[src/rtl/scp_pkg.sv]
`default_nettype none
package scp_pkg;

  localparam int ROT_STEPS_DEF = 16;
  localparam int TABLE_LEN     = 24;

  localparam int IN_W    = 16;
  localparam int ABS_W   = IN_W + 1;
  localparam int DZ_W    = 15;
  localparam int ANG_W   = 9;
  localparam int MAG_W   = 16;
  localparam int CODE_W  = 31;
  localparam int SQ_W    = 2 * ABS_W;
  localparam int REM_W   = 32;
  localparam int PRE_SH  = 24;
  localparam int AB_W    = ABS_W + PRE_SH + 3;
  localparam int FRAC    = 16;
  localparam int Z_W     = 27;
  localparam int ATAN_W  = 22;

  // stage that forms the squares, stage that sums them, first root stage
  localparam int SQ_STAGE   = 1;
  localparam int SUM_STAGE  = 2;
  localparam int ROOT_FIRST = 3;
  localparam int ROOT_LAST  = ROOT_FIRST + MAG_W - 1;

  localparam logic [ANG_W-1:0] ANG_90  = ANG_W'(90);
  localparam logic [ANG_W-1:0] ANG_270 = ANG_W'(270);
  localparam logic [ANG_W-1:0] ANG_360 = ANG_W'(360);

  localparam logic signed [Z_W-1:0] Z_BASE_180 = Z_W'(180 << FRAC);
  localparam logic signed [Z_W-1:0] Z_BASE_360 = Z_W'(360 << FRAC);
  localparam logic signed [Z_W-1:0] Z_HALF     = Z_W'(1 << (FRAC - 1));

  // atan(2^-i) in degrees, 16 fraction bits
  localparam logic [ATAN_W-1:0] ATAN_TBL [TABLE_LEN] = '{
    22'd2949120, 22'd1740967, 22'd919879, 22'd466945, 22'd234379, 22'd117304,
    22'd58666,   22'd29335,   22'd14668,  22'd7334,   22'd3667,   22'd1833,
    22'd917,     22'd458,     22'd229,    22'd115,    22'd57,     22'd29,
    22'd14,      22'd7,       22'd4,      22'd2,      22'd1,      22'd0
  };

  typedef struct packed {
    logic signed [IN_W-1:0] stick_x;
    logic signed [IN_W-1:0] stick_y;
  } scp_in_t;

  typedef struct packed {
    logic [ANG_W-1:0]  angle_degrees;
    logic [MAG_W-1:0]  magnitude;
    logic [CODE_W-1:0] packed_code;
  } scp_out_t;

  typedef struct packed {
    logic                   dz;
    logic                   yzero;
    logic                   xneg;
    logic signed [AB_W-1:0] a;
    logic signed [AB_W-1:0] b;
    logic signed [Z_W-1:0]  z;
    logic [ABS_W-1:0]       ax;
    logic [ABS_W-1:0]       ay;
    logic [SQ_W-1:0]        sqx;
    logic [SQ_W-1:0]        sqy;
    logic [REM_W-1:0]       rem;
    logic [MAG_W-1:0]       root;
  } scp_stage_t;

endpackage
`default_nettype wire

[src/rtl/scp_stage.sv]
`default_nettype none
module scp_stage #(
  parameter int STAGE     = 1,
  parameter int ROT_STEPS = scp_pkg::ROT_STEPS_DEF
) (
  input  wire                      clk,
  input  wire                      rst_n,
  input  wire                      load,
  input  wire                      src_valid,
  input  wire scp_pkg::scp_stage_t src,
  output logic                     dst_valid_r,
  output scp_pkg::scp_stage_t      dst_r
);
  import scp_pkg::*;

  localparam bit DO_ROT  = (STAGE - 1) < ROT_STEPS;
  localparam int ITER    = ((STAGE - 1) < TABLE_LEN) ? (STAGE - 1) : 0;
  localparam bit DO_ROOT = (STAGE >= ROOT_FIRST) && (STAGE <= ROOT_LAST);
  localparam int RBIT    = DO_ROOT ? (ROOT_LAST - STAGE) : 0;

  scp_stage_t          dst_nxt;
  logic signed [AB_W-1:0] da;
  logic signed [AB_W-1:0] db;
  logic signed [Z_W-1:0]  dz_ang;
  logic [REM_W+1:0]       trial;

  always_comb begin
    dst_nxt = src;
    da      = src.b >>> ITER;
    db      = src.a >>> ITER;
    dz_ang  = signed'({(Z_W - ATAN_W)'(0), ATAN_TBL[ITER]});
    trial   = ((REM_W + 2)'(src.root) << (RBIT + 1)) + ((REM_W + 2)'(1) << (2 * RBIT));
    if (DO_ROT) begin
      if (!src.b[AB_W-1]) begin
        dst_nxt.a = src.a + da;
        dst_nxt.b = src.b - db;
        dst_nxt.z = src.z + dz_ang;
      end else begin
        dst_nxt.a = src.a - da;
        dst_nxt.b = src.b + db;
        dst_nxt.z = src.z - dz_ang;
      end
    end
    if (STAGE == SQ_STAGE) begin
      dst_nxt.sqx = SQ_W'(src.ax) * SQ_W'(src.ax);
      dst_nxt.sqy = SQ_W'(src.ay) * SQ_W'(src.ay);
    end
    if (STAGE == SUM_STAGE) begin
      dst_nxt.rem  = REM_W'(src.sqx + src.sqy);
      dst_nxt.root = '0;
    end
    if (DO_ROOT) begin
      if ({2'b00, src.rem} >= trial) begin
        dst_nxt.rem  = src.rem - trial[REM_W-1:0];
        dst_nxt.root = src.root | (MAG_W'(1) << RBIT);
      end
    end
  end

  always_ff @(posedge clk) begin
    if (!rst_n) begin
      dst_valid_r <= 1'b0;
    end else if (load) begin
      dst_valid_r <= src_valid;
    end
  end

  always_ff @(posedge clk) begin
    if (load) begin
      dst_r <= dst_nxt;
    end
  end

endmodule
`default_nettype wire

[config.mk]
export PLATFORM = sky130hd
export DESIGN_NAME = scp_stage
export DESIGN_NICKNAME = d
export VERILOG_FILES = /design/src/rtl/scp_pkg.sv /design/src/rtl/scp_stage.sv
export SDC_FILE = /design/constraint.sdc
export NUM_CORES = 2
export LEC_CHECK = 0
export BUFFER_PORTS_ARGS = -buffer_cell sky130_fd_sc_hd__buf_4
export CORE_MARGIN = 2
export CORE_UTILIZATION = 42
export DETAILED_ROUTE_END_ITERATION = 10
export GPL_TIMING_DRIVEN = 0
export MAX_ROUTING_LAYER = met4
export PLACE_DENSITY_LB_ADDON = 0.12
export SLEW_MARGIN = 20
export SYNTH_ARGS = -nofsm -noshare
export SYNTH_HDL_FRONTEND = slang
export SYNTH_SLANG_ARGS = --single-unit
[constraint.sdc]
create_clock -name clk -period 7.36 [get_ports clk]
set_input_delay 1.472 -clock clk [delete_from_list [all_inputs] [get_ports clk]]
set_output_delay 1.472 -clock clk [all_outputs]
set_load 0.005 [all_outputs]
==> results.toml <==
[run_status]
outcome = "finished clean"

[clocking]
cts.sinks = 264
cts_tree = "done"
cts_buffers = 35
h-tree-depth = 2
root_buffer = "clkbuf_16"
worstSkewPairLatency_ns = 0.56
ctsHoldBuffers = 0
clk_pin_slew_ns = 0.06
ctsLongestPathBuffers = 3

[job]
maxCapViolations = 0

[critical_path]
critPathKind = "in2reg"
cp-startpoint = "src[126]"
setup.worst_path.end_class = "register"
crit_path_start_kind = "primary input"
worstReg2RegStart = "dst_valid_r"
crit_buf_inv = 8
rrSetupSlack_ns = 6.76
critPathSlowestCell = "fa_1"
cp_max_fo = 10
crit_required_ns = 7.65
r2r_cells = 2
cp_top_family = "adder cells"
slowest_delay_ns = 0.54
arrival_ns = 7.50
r2r-end = "dst_valid_r"

[timing]
fmax_mhz = 139
worst_pin_slew_ns = 1.25
rsz0062_at_grt = "true"
hold_viol = 0
clock_skew_ns = 0
timing.hold.ws_ns = 0.529
relSlewSlack_pct = 16.9
min_period_over_period_pct = 98.0
finalCriticalPeriod_ns = 7.21
setup_viol = 0
slew_viol_final = 0

[power_and_ir_drop]
peakVddDrop_mv = 0.634
leakage_nw = 18.7
powerDensity_nw_per_um2 = 435
p_total_mw = 17.0

[finish]
drive_gt1_share_pct = 17.6
regArea_um2 = 7920
syn_to_final_growth_pct = 19.9
final_util_pct = 50.5
n_fill_cell = 7489
fin_nets = 4866
multi_input_area_um2 = 21900

[route]
wl_per_cell_um = 19.9
via_count = 25300
wl_um = 97700
drt_pass1_iterations = 6
vias_per_cell = 5.15
drc_errors = 0
first_iter_violations = 1910
ant_nets = 0

[floorplan]
ios = 541
die-area_um2 = 79600
core-area_um2 = 77100
rows = 102
die_y_um = 282
die_w_um = 282
initial_core_util_pct = 42.2

[grt]
antenna_found_initial = 3
grt-ovfl-total = 0
grt_use_total_pct = 25.4
grt_pass1_wl_um = 151000
grt_max_degree = 85
grt_pass1_vias = 26100

[placed_design]
dp_hpwl_um = 81100
place.gp.congestion = 1.03
portBuffers = 470

[synth]
seq_area_frac_synth_pct = 24.4
yosysUniqueCellTypes = 103
synth_edf_count = 263
avgSynthCellArea_um2 = 9.71
syn_area_um2 = 32500
synth_flop_cell = "edfxtp_1"
synth-seq-cells = 264
async_reset_ff_share_pct = 0
yosys_warnings = 0
synthCells = 3346

[min_path]
worst_hold_path.endpoint = "dst_valid_r"
holdPathStages = 2
hold_class = "reg2reg"
hold_start = "dst_valid_r"
## cell families after synthesis
family | after synthesis | synth area share (%)
other cells | 1 | 0.0115
compound gates | 639 | 12.8
buf+inv | 770 | 9.11
fa+ha+maj | 740 | 37.4
simple gates | 738 | 11.0
xor+xnor | 169 | 4.55
mux | 25 | 0.782
flops | 264 | 24.4
## state kept, by name, summed over array words and instances, names as in the netlist
name         flops
dst_r          263
dst_valid_r      1
## layout make-up
type	instances	share of cell area, %
plain buffers	90	1.37
multi-input cells	2313	56.2
clock inverters	16	0.411
inverters	667	6.43
clock buffers	42	2.32
flip-flops and latches	264	20.3
repair buffers	483	9.54
well taps	1040	3.34
diodes	5	0.0321
## cells in the mapped netlist, types with 5 or more instances
master    number  area, um2
xor2_1        23        201
o21bai_1      47        353
a211oi_1      21        158
o21ai_0      129        646
or2_2         13       81.3
buf_1          7       26.3
a21boi_0       9       67.6
mux2i_1       22        220
nor4_1        11       68.8
clkinv_1       5       18.8
inv_1        657       2470
o21a_1        22        165
and2_1       116        726
nand3_1       36        180
nand4_1       26        163
a31oi_1       12       75.1
and3_1         7       43.8
o21ai_1        6       30.0
a21o_1        44        330
nand2b_1      24        150
nor2_1       158        593
nor3_1        31        155
or3_1          5       31.3
o211ai_1      15        113
a211o_1        6       52.6
nor2b_1       32        200
a31o_2         6       52.6
edfxtp_1     263       7900
xnor2_1      146       1280
nand2_1      254        953
fa_1         384       7690
a21oi_1      220       1100
ha_1         356       4450
clkbuf_1      71        267
o31ai_1       23        173
buf_4         10       75.1
buf_2         13       65.1
## layer usage
metal  track usage [%]  share of wire [%]  up-vias
li1                  -                  -    12000
met1              33.1                 43    12400
met2              41.0                 48      809
met3              4.15                6.8      163
met4              7.29                2.9        0
met5                 -                  0        -
## metrics by stage
stage                     cell area [um2]  setup slack [ns]  cells  TNS [ns]
after floorplan                     32500            0.0105   3347         0
after global placement              37400             -1.16   4857    -20.31
after detailed placement            37500             -1.23   4860    -21.52
after CTS                           38700           -0.0399   4913   -0.0399
after global routing                38900           -0.0512   4918   -0.0512
final                               38900             0.149   4920         0
## tightest hold or removal path, cell delays in order, from the launching register on
cell,delay [ns]
dfxtp_1,0.32
mux2i_1,0.07
nor2b_1,0.10
## how the worst max path moves through the flow
stage	to	slack, ns	cells after the start
after floorplan	dst_r[79]	0.01	23
after global placement	dst_r[79]	-1.16	25
after detailed placement	dst_r[114]	-1.23	24
after CTS	dst_r[79]	-0.04	26
after global routing	dst_r[79]	-0.05	25
final	dst_r[79]	0.15	26
## cells in the final DEF, fill, tap and decap left out, types with 24 or more instances in the layout
master     synthesis  routed
a21o_1            44      43
a21oi_1          220     214
and2_1           116     113
buf_4             10     486
clkbuf_1          71      43
clkbuf_16          0      35
edfxtp_1         263     263
fa_1             384     380
ha_1             356     349
inv_1            657     656
nand2_1          254     249
nand2b_1          24      24
nand3_1           36      35
nand4_1           26      26
nor2_1           158     158
nor2b_1           32      32
nor3_1            31      31
o21ai_0          129     126
o21bai_1          47      47
xnor2_1          146     146
## power breakdown
| part | internal [mW] | total, mW | switching [mW] |
|---|---|---|---|
| combinational | 5.50 | 12.7 | 7.16 |
| sequential | 2.58 | 2.67 | 0.0931 |
| clock | 0.918 | 1.63 | 0.713 |
| total | 8.99 | 17.0 | 7.97 |
## repair_timing
| action | 4_1_cts | 5_1_grt |
|---|---|---|
| pin swaps | 4 | 15 |
| setup buffers | 2 | 8 |
| setup endpoints to repair | 17 | 12 |
| gates resized for setup | 43 | 85 |
Power figures use the tool's default switching activity.
